File: src/hw/rtl/assert_macros.svh
// Assertion macros used by the top level of the Mandelbrot pixel colorer.
// No dependencies; define NO_ASSERTIONS to compile the checks out.
`ifndef ASSERT_MACROS_SVH
`define ASSERT_MACROS_SVH
`ifndef NO_ASSERTIONS
// Same-cycle implication, checked at every rising edge outside reset.
`define ASSERT_IMPL(lbl, clk_sig, rstn_sig, ante, cons) \
    lbl: assert property (@(posedge clk_sig) disable iff (!rstn_sig) (ante) |-> (cons)) \
        else $error("same-cycle implication failed");
// Next-cycle implication.
`define ASSERT_NEXT(lbl, clk_sig, rstn_sig, ante, cons) \
    lbl: assert property (@(posedge clk_sig) disable iff (!rstn_sig) (ante) |=> (cons)) \
        else $error("next-cycle implication failed");
`else
`define ASSERT_IMPL(lbl, clk_sig, rstn_sig, ante, cons)
`define ASSERT_NEXT(lbl, clk_sig, rstn_sig, ante, cons)
`endif
`endif

File: src/hw/rtl/mpc_pkg.sv
// Constants, types and sequencer states of the Mandelbrot pixel colorer.
// No dependencies; used by every RTL file of the block.
`timescale 1ns / 1ps
`default_nettype none

package mpc_pkg;

    localparam int IMAGE_WIDTH    = 512;
    localparam int IMAGE_HEIGHT   = 512;
    localparam int MAX_ITERATIONS = 256;

    localparam int PIX_W         = 9;
    localparam int COLOR_W       = 8;
    localparam int COUNT_OUT_W   = 9;
    localparam int COUNT_OUT_MAX = (2 ** COUNT_OUT_W) - 1;

    // operand and product widths of the shared multiplier
    localparam int Z_W = 32;
    localparam int P_W = 64;

    localparam int FRAC_Z = 28;
    localparam int FRAC_C = 16;
    localparam int ONE_C  = 65536;
    localparam int SOFT_K = 32113;
    localparam int CH_W   = 20;

    // coordinate mapping: x*5*2^27/W = m*Q + floor(m*R/W), m = x*5
    localparam int MAP_M_W = $clog2((((2 ** PIX_W) - 1) * 5) + 1);
    localparam int MAP_QW  = (2 ** 27) / IMAGE_WIDTH;
    localparam int MAP_RW  = (2 ** 27) % IMAGE_WIDTH;
    localparam int MAP_QH  = (2 ** 27) / IMAGE_HEIGHT;
    localparam int MAP_RH  = (2 ** 27) % IMAGE_HEIGHT;
    localparam int CX_OFS  = 7 * (2 ** 26);
    localparam int CY_OFS  = 5 * (2 ** 26);

    // color fraction: count*2^16/MAX = count*Q + floor(count*R/MAX)
    localparam int T_Q = (2 ** 16) / MAX_ITERATIONS;
    localparam int T_R = (2 ** 16) % MAX_ITERATIONS;

    localparam int CNT_W = $clog2(MAX_ITERATIONS + 1);

    localparam int DIV_Q_W = (MAP_M_W > CNT_W) ? MAP_M_W : CNT_W;
    localparam int DIVISOR_MAX_WH = (IMAGE_WIDTH > IMAGE_HEIGHT) ? IMAGE_WIDTH : IMAGE_HEIGHT;
    localparam int DIVISOR_MAX = (DIVISOR_MAX_WH > MAX_ITERATIONS) ? DIVISOR_MAX_WH
                                                                  : MAX_ITERATIONS;
    localparam int DIV_D_W = $clog2(DIVISOR_MAX + 1);
    localparam int DIV_N_W = DIV_Q_W + DIV_D_W;

    // reciprocals for the constant divisions: floor(n/d) = (n * ceil(2^DIV_S/d)) >> DIV_S
    localparam int DIV_S   = DIV_N_W + DIV_D_W;
    localparam int DIV_K_W = DIV_S - 3;
    localparam int DIV_P_W = DIV_N_W + DIV_K_W;
    localparam longint DIV_K_X = ((64'sd1 <<< DIV_S) + IMAGE_WIDTH - 1) / IMAGE_WIDTH;
    localparam longint DIV_K_Y = ((64'sd1 <<< DIV_S) + IMAGE_HEIGHT - 1) / IMAGE_HEIGHT;
    localparam longint DIV_K_T = ((64'sd1 <<< DIV_S) + MAX_ITERATIONS - 1) / MAX_ITERATIONS;

    localparam logic [P_W:0] ESC_LIMIT = (P_W + 1)'(1) << 58;

    typedef enum logic [3:0] {
        S_IDLE,
        S_MAP_MUL0,
        S_MAP_MUL1,
        S_DIVX,
        S_DIVY,
        S_ITER_MUL,
        S_ITER_ADD,
        S_T_MUL,
        S_T_START,
        S_T_DIV,
        S_COL_MUL1,
        S_COL_F,
        S_COL_MUL2,
        S_COL_OUT
    } state_t;

    typedef struct packed {
        logic                  load;
        logic signed [Z_W-1:0] a0;
        logic signed [Z_W-1:0] b0;
        logic signed [Z_W-1:0] a1;
        logic signed [Z_W-1:0] b1;
        logic signed [Z_W-1:0] a2;
        logic signed [Z_W-1:0] b2;
    } mul_req_t;

    typedef struct packed {
        logic signed [P_W-1:0] p0;
        logic signed [P_W-1:0] p1;
        logic signed [P_W-1:0] p2;
    } mul_prod_t;

    typedef struct packed {
        logic               start;
        logic [DIV_N_W-1:0] dividend;
        logic [DIV_K_W-1:0] recip;
    } div_req_t;

    typedef struct packed {
        logic               done;
        logic [DIV_Q_W-1:0] quot;
    } div_rsp_t;

endpackage

`default_nettype wire

File: src/hw/rtl/mpc_div.sv
// Division by a constant through a reciprocal product; quotient registered, valid in the cycle after start.
// Depends on mpc_pkg; the dividend must be below divisor * 2^DIV_Q_W.
`timescale 1ns / 1ps
`default_nettype none

module mpc_div (
    input  wire logic              clk,
    input  wire logic              rst_n,
    input  wire mpc_pkg::div_req_t req,
    output mpc_pkg::div_rsp_t      rsp
);
    import mpc_pkg::*;

    logic               done_reg, done_next;
    logic [DIV_Q_W-1:0] quot_reg, quot_next;

    logic [DIV_P_W-1:0] prod;

    // exact for every dividend below 2^DIV_N_W since the divisor is below 2^DIV_D_W
    assign prod = DIV_P_W'(req.dividend) * DIV_P_W'(req.recip);

    always_comb
    begin
        done_next = req.start;
        quot_next = quot_reg;
        if (req.start)
        begin
            quot_next = prod[DIV_S +: DIV_Q_W];
        end
    end

    always_ff @(posedge clk or negedge rst_n)
    begin
        if (!rst_n)
        begin
            done_reg <= 1'b0;
        end
        else
        begin
            done_reg <= done_next;
        end
    end

    always_ff @(posedge clk)
    begin
        quot_reg <= quot_next;
    end

    assign rsp.done = done_reg;
    assign rsp.quot = quot_reg;

endmodule

`default_nettype wire

File: config.mk
export PLATFORM = sky130hd
export DESIGN_NAME = mpc_div
export DESIGN_NICKNAME = d
export VERILOG_FILES = /design/src/hw/rtl/assert_macros.svh /design/src/hw/rtl/mpc_pkg.sv /design/src/hw/rtl/mpc_div.sv
export SDC_FILE = /design/constraint.sdc
export NUM_CORES = 1
export LEC_CHECK = 0
export ABC_AREA = 1
export BUFFER_PORTS_ARGS = -buffer_cell sky130_fd_sc_hd__buf_4
export CAP_MARGIN = 20
export CORE_MARGIN = 1
export CORE_UTILIZATION = 50
export CTS_BUF_LIST = sky130_fd_sc_hd__clkbuf_8
export DETAILED_ROUTE_END_ITERATION = 8
export GPL_TIMING_DRIVEN = 0
export PLACE_DENSITY = 0.66
export SYNTH_ARGS = -nofsm -noshare
export SYNTH_HDL_FRONTEND = slang
export SYNTH_SLANG_ARGS = --single-unit
File: constraint.sdc
create_clock -name clk -period 1.25 [get_ports clk]
set_input_delay 0.1875 -clock clk [delete_from_list [all_inputs] [get_ports clk]]
set_output_delay 0.1875 -clock clk [all_outputs]
set_load 0.03 [all_outputs]
==> results.yml, run 1 <==
global_route:
  grt_first_pass_wirelength_mm: 110.8
  overflow: 0
  grt_pass1_vias: 19222
  antenna_found_initial: 1
  grt_util_all_layers_pct: 36.80
  grt_max_degree: 14
floorplanning:
  core_area_mm2: 0.03910
  die_w_um: 202.1
  die_h_um: 202.1
  initial_utilization_pct: 51.20
  io_pins: 67
  rows: 72
  die_area_mm2: 0.04084
logic_synthesis:
  synthCells: 2619
  synth_top_family_by_area: "adder cells"
  ys_seq_area_share_pct: 1.925
  yosys.area_share.adder_pct: 59.46
  muxShareOfSynthArea_pct: 0
  synthXorXnorAreaFrac_pct: 0.3500
  yosysWarnings: 0
  yosys.area_share.simple_pct: 18.69
  ys_seq_elements: 13
  syn_area_mm2: 0.02002
  synth_cell_types: 35
  avgSynthCellArea_um2: 7.643
  synth_fp_nets: 3314
  synth_compound_area_share_pct: 2.232
run_status:
  violations: "negative setup slack"
  outcome: "finished, violations left"
sta:
  drv_slew: 0
  final.setup.worst_slack_ns: -4.447
  grt_setup_unrepaired: "yes"
  period_share_pct: 455.8
  slew_headroom_pct: 63.17
  period_needed_ns: 5.697
  tns_ns: -52.28
  setup_viol: 12
  tightest_slew_ns: 0.5524
  hold_violations: 0
  max_freq_ghz: 0.1755
route:
  dr.first_iter.drc_count: 1475
  avgRoutedWirePerCell_um: 21.99
  vias: 17654
  routed_via_density: 5.324
  route.antenna.remaining_nets: 0
  drt_pass1_iterations: 6
  wirelength_mm: 72.90
  drc: 0
clock_network:
  numCtsBuffers: 3
  cts-root-buf: "clkbuf_8"
  cts_buffer_depth: 2
  clkTransAtPathRegs_ns: 0.06
  cts.sinks: 13
  cts_tree: "yes"
  h-tree-depth: 1
placed_design:
  place_area_mm2: 0.02187
  gp_congestion: 0.9562
  io_buffer_count: 45
  pre_cts_ws_ns: -5.330
  post-place-cells: 3182
  dp_hpwl_mm: 55.87
critical_path:
  worstPathMaxFanout: 6
  setup.worst_path.start: "req[20]"
  slowest_delay_ns: 0.55
  slowest_stage: "fa_1"
  critPathArrivalTime_ns: 5.69
  critical_path_class: "in2reg"
  crit_chain: "buf_6, clkbuf_16, buf_12, nand2_1, fa_1, inv_1, fa_1, inv_1, fa_1, inv_2, fa_1, fa_1, fa_1, fa_1, ha_4, nand2_4, buf_12, nor2_4, nand2_4, nor2_4, nand4_1, nand4_1, nand2_1"
  worst_setup_path_end_kind: "flip-flop"
  critPathRequiredTime_ns: 1.24
  start_kind: "primary input"
  cpMostUsedCell: "fa_1"
cells_and_area:
  fin_nets: 3494
  area_growth_pct: 27.80
  final_cells: 3316
  largest_register_ffs: 12
  multi_input_area_mm2: 0.01760
  drive_gt1_share_pct: 21.73
  post-route-cell-area_mm2: 0.02558
  nFillCells: 3309
  regArea_um2: 385.4
  antennaDiodeCount: 0
hold_path:
  worst_hold_path_type: "in2reg"
  holdCritStartpoint: "req[51]"
flow_run:
  max-cap-violations: 0
==> area by class of cell <==
class,count,share of cell area (%)
inverter,796,11.74
clock buffer,3,0.1614
multi-input combinational,1687,68.81
timing repair buffer,175,7.082
clock inverter,1,0.01467
buffer,123,8.153
tap,518,2.534
sequential,13,1.506
==> synthesized netlist by cell type, drive strengths merged <==
master,number,area share [%]
xnor2,4,0.18
a21oi,44,1.1
a21boi,1,0.038
and3,1,0.031
inv,796,15
edfxtp,12,1.8
nor4,5,0.19
o21a,1,0.038
and2,1,0.031
nand3b,4,0.15
a21o,4,0.15
ha,124,7.8
buf,32,0.71
o21bai,8,0.30
o21ai,23,0.58
fa,517,52
nand3,28,0.70
nor2,72,1.4
a31oi,1,0.031
dfrtp,1,0.12
clkbuf,91,1.7
nor3,9,0.25
xor2,4,0.18
nand2,824,16
nand4,12,0.38
==> cell families after synthesis <==
group                    Yosys count
adder cells (fa/ha/maj)          641
buffers and inverters            919
flip-flops                        13
AO/OA/AOI/OAI                     82
AND/OR/NAND/NOR                  956
XOR/XNOR                           8
==> cell usage in the layout, fill, tap and decap left out, types with 16 or more instances in the layout <==
master and count:
nor2_2 19, nand2_1 724, buf_12 45, nand3_1 24, nand2_4 37, nor2_1 31
clkbuf_8 17, a21oi_1 16, clkbuf_16 39, buf_4 119, ha_4 28, inv_1 754
a21oi_2 18, inv_2 39, buf_8 17, fa_2 42, nor2_4 22, nand2_2 62
ha_1 95, fa_1 475, buf_6 44
==> path summary, 6_finish.rpt <==
kind,to,slack [ns],cells past startpoint
max in group asynchronous,done_reg$_DFF_PN0_,0.90,2
min in group asynchronous,done_reg$_DFF_PN0_,0.27,2
hold / removal,done_reg$_DFF_PN0_,0.19,1
setup / recovery,quot_reg[9]$_DFFE_PP_,-4.45,23
==> critical path, delay by kind of cell <==
kind	cells	cell delay (ns)
fa+ha+maj	8	3.89
buf+inv	7	0.64
simple gates	8	0.92
==> metal layers <==
layer	up-vias	GRT usage (%)	share of wire [%]	routed length (µm)
met1	8829	46.70	36	26600
met4	2	18.97	7.2	5251
met5	-	0	0.018	13
li1	7630	-	-	-
met3	278	6.611	10	7521
met2	915	60.33	46	33520
==> through the flow <==
step                      hold WS (ns)  utilization (%)
after floorplan                -0.1081                -
after global placement        -0.03757            55.94
after detailed placement      -0.03643            55.94
after CTS                       0.1892            62.96
after global routing            0.1889            65.43
final                           0.1911            65.43
==> what timing repair did <==
item	4_1_cts	5_1_grt
hold endpoints to repair	1	0
setup endpoints to repair	12	12
pin swaps	160	160
hold buffers	1	0
gates resized for setup	404	201
buffers inserted	89	34
cloned	3	3
Power of run 1 is left out: the tool's default activity adds up to more than one toggle a clock period on the data nets, which glitch-free logic cannot reach.
==> inputs of run 2 (changes only) <==
--- a/config.mk
+++ b/config.mk
@@ -7,12 +7,10 @@
 export LEC_CHECK = 0
 export ABC_AREA = 1
 export BUFFER_PORTS_ARGS = -buffer_cell sky130_fd_sc_hd__buf_4
-export CAP_MARGIN = 20
 export CORE_MARGIN = 1
 export CORE_UTILIZATION = 50
 export CTS_BUF_LIST = sky130_fd_sc_hd__clkbuf_8
 export DETAILED_ROUTE_END_ITERATION = 8
-export GPL_TIMING_DRIVEN = 0
 export PLACE_DENSITY = 0.66
 export SYNTH_ARGS = -nofsm -noshare
 export SYNTH_HDL_FRONTEND = slang
==> run 2 against run 1 <==
Global-route usage decreased by 8.3 points. Sequential share of layout area increased by 0.082 points. Wire length fell by 25%. Clock-buffer cell count unchanged. Final cell count shrank 0.30%. Via count shrank 5.5%. First-iteration DRC count is 46% lower. Largest cell class unchanged. Maximum frequency is 4.7% higher. The run still ends with negative setup slack left. Utilization fell by 3.4 points. Cell area shrank 5.2%. Critical path type unchanged. Critical path depth shrank 2. Sequential cell count stayed put.
==> results.yml, run 2 (synthesis results as in run 1) <==
run_status:
  outcome: "finished, violations left"
  violations: "negative setup slack"
global_route:
  grt_pass1_vias: 18768
  antenna_found_initial: 0
  overflow: 0
  grt_max_degree: 22
  grt_first_pass_wirelength_mm: 92.03
  grt_util_all_layers_pct: 28.46
hold_path:
  holdCritStartpoint: "req[51]"
  worst_hold_path_type: "in2reg"
sta:
  tns_ns: -49.73
  grt_setup_unrepaired: "yes"
  period_share_pct: 435.2
  hold_violations: 0
  slew_headroom_pct: 77.24
  setup_viol: 12
  max_freq_ghz: 0.1838
  drv_slew: 0
  tightest_slew_ns: 0.3414
  final.setup.worst_slack_ns: -4.190
  period_needed_ns: 5.440
  holdWs_ns: 0.1925
critical_path:
  critPathRequiredTime_ns: 1.26
  critical_path_class: "in2reg"
  worst_setup_path_end_kind: "flip-flop"
  start_kind: "primary input"
  setup.worst_path.start: "req[38]"
  worstPathMaxFanout: 19
  critPathArrivalTime_ns: 5.45
floorplanning:
  die_h_um: 202.1
  core_area_mm2: 0.03910
  die_w_um: 202.1
  initial_utilization_pct: 51.20
  die_area_mm2: 0.04084
  io_pins: 67
  rows: 72
cells_and_area:
  area_growth_pct: 21.22
  largest_register_ffs: 12
  final_cell_mix: "772 x inv_1, 750 x nand2_1, 496 x fa_1, 211 x buf_4, 101 x ha_1"
  drive_gt1_share_pct: 18.69
  antennaDiodeCount: 0
  fin_nets: 3484
  post-route-cell-area_mm2: 0.02426
  nFillCells: 3418
  final_common_cell: "inv_1"
placed_design:
  io_buffer_count: 66
  gp_congestion: 0.8761
  dp_hpwl_mm: 47.50
  place_area_mm2: 0.02266
clock_network:
  h-tree-depth: 1
  cts-root-buf: "clkbuf_8"
  clkTransAtPathRegs_ns: 0.07
  numCtsBuffers: 3
  cts_buffer_depth: 2
  cts.sinks: 13
  cts_tree: "yes"
route:
  route.antenna.remaining_nets: 0
  routed_via_density: 5.045
  vias: 16679
  wirelength_mm: 54.59
  dr.first_iter.drc_count: 793
  avgRoutedWirePerCell_um: 16.51
  drc: 0
  drt_pass1_iterations: 5
flow_run:
  max-cap-violations: 0
==> run 2: layer usage <==
metal / track usage (%) / up-vias / wire length, µm
met3: 3.031 / 147 / 2788
li1: - / 7595 / -
met5: 0 / - / 0
met4: 11.09 / 0 / 2361
met1: 33.58 / 8399 / 20430
met2: 52.77 / 538 / 29020
==> run 2: area by class of cell <==
class	instances	area [µm²]	area share, %
clock inverter	1	3.754	0.01547
tap	518	648.1	2.671
timing repair buffer	288	2952	12.16
sequential	13	385.4	1.588
clock buffer	3	41.29	0.1702
inverter	796	2990	12.32
multi-input combinational	1687	17240	71.07
==> run 2: path summary, 6_finish.rpt <==
| kind | to | slack, ns | cells past startpoint |
|---|---|---|---|
| min in group asynchronous | done_reg$_DFF_PN0_ | 0.24 | 2 |
| max in group asynchronous | done_reg$_DFF_PN0_ | 0.93 | 2 |
| setup / recovery | quot_reg[9]$_DFFE_PP_ | -4.19 | 21 |
| hold / removal | done_reg$_DFF_PN0_ | 0.19 | 1 |
==> run 2: per-stage QoR <==
step | utilization (%) | instances | worst slack [ns]
6_report | 62.06 | 3306 | -4.190
5_1_grt | 62.06 | 3306 | -4.401
4_1_cts | 60.46 | 3295 | -4.228
3_5_place_dp | 57.95 | 3280 | -4.730
3_3_place_gp | 57.95 | 3280 | -4.692
2_1_floorplan | - | 2619 | -4.134
==> run 2: what timing repair did <==
action                     CTS  global route
setup buffers                8            11
pin swaps                   59            58
resized for setup          196           138
hold endpoints to repair     1             0
setup endpoints to repair   12            12
gates cloned                 2             0
hold buffers                 1             0
==> run 2: worst max-delay path: stages <==
cell	delay, ns
buf_16	0.14
nand2_4	0.06
fa_1	0.54
inv_1	0.06
fa_1	0.53
inv_1	0.05
fa_1	0.49
inv_2	0.04
fa_1	0.57
fa_1	0.45
fa_2	0.60
fa_1	0.47
ha_4	0.32
buf_4	0.12
nand2_4	0.08
nor2_4	0.12
nand2_2	0.10
nor2_4	0.13
nand4_1	0.17
nand4_1	0.15
nand2_1	0.06
Power of run 2 is left out for the same reason.
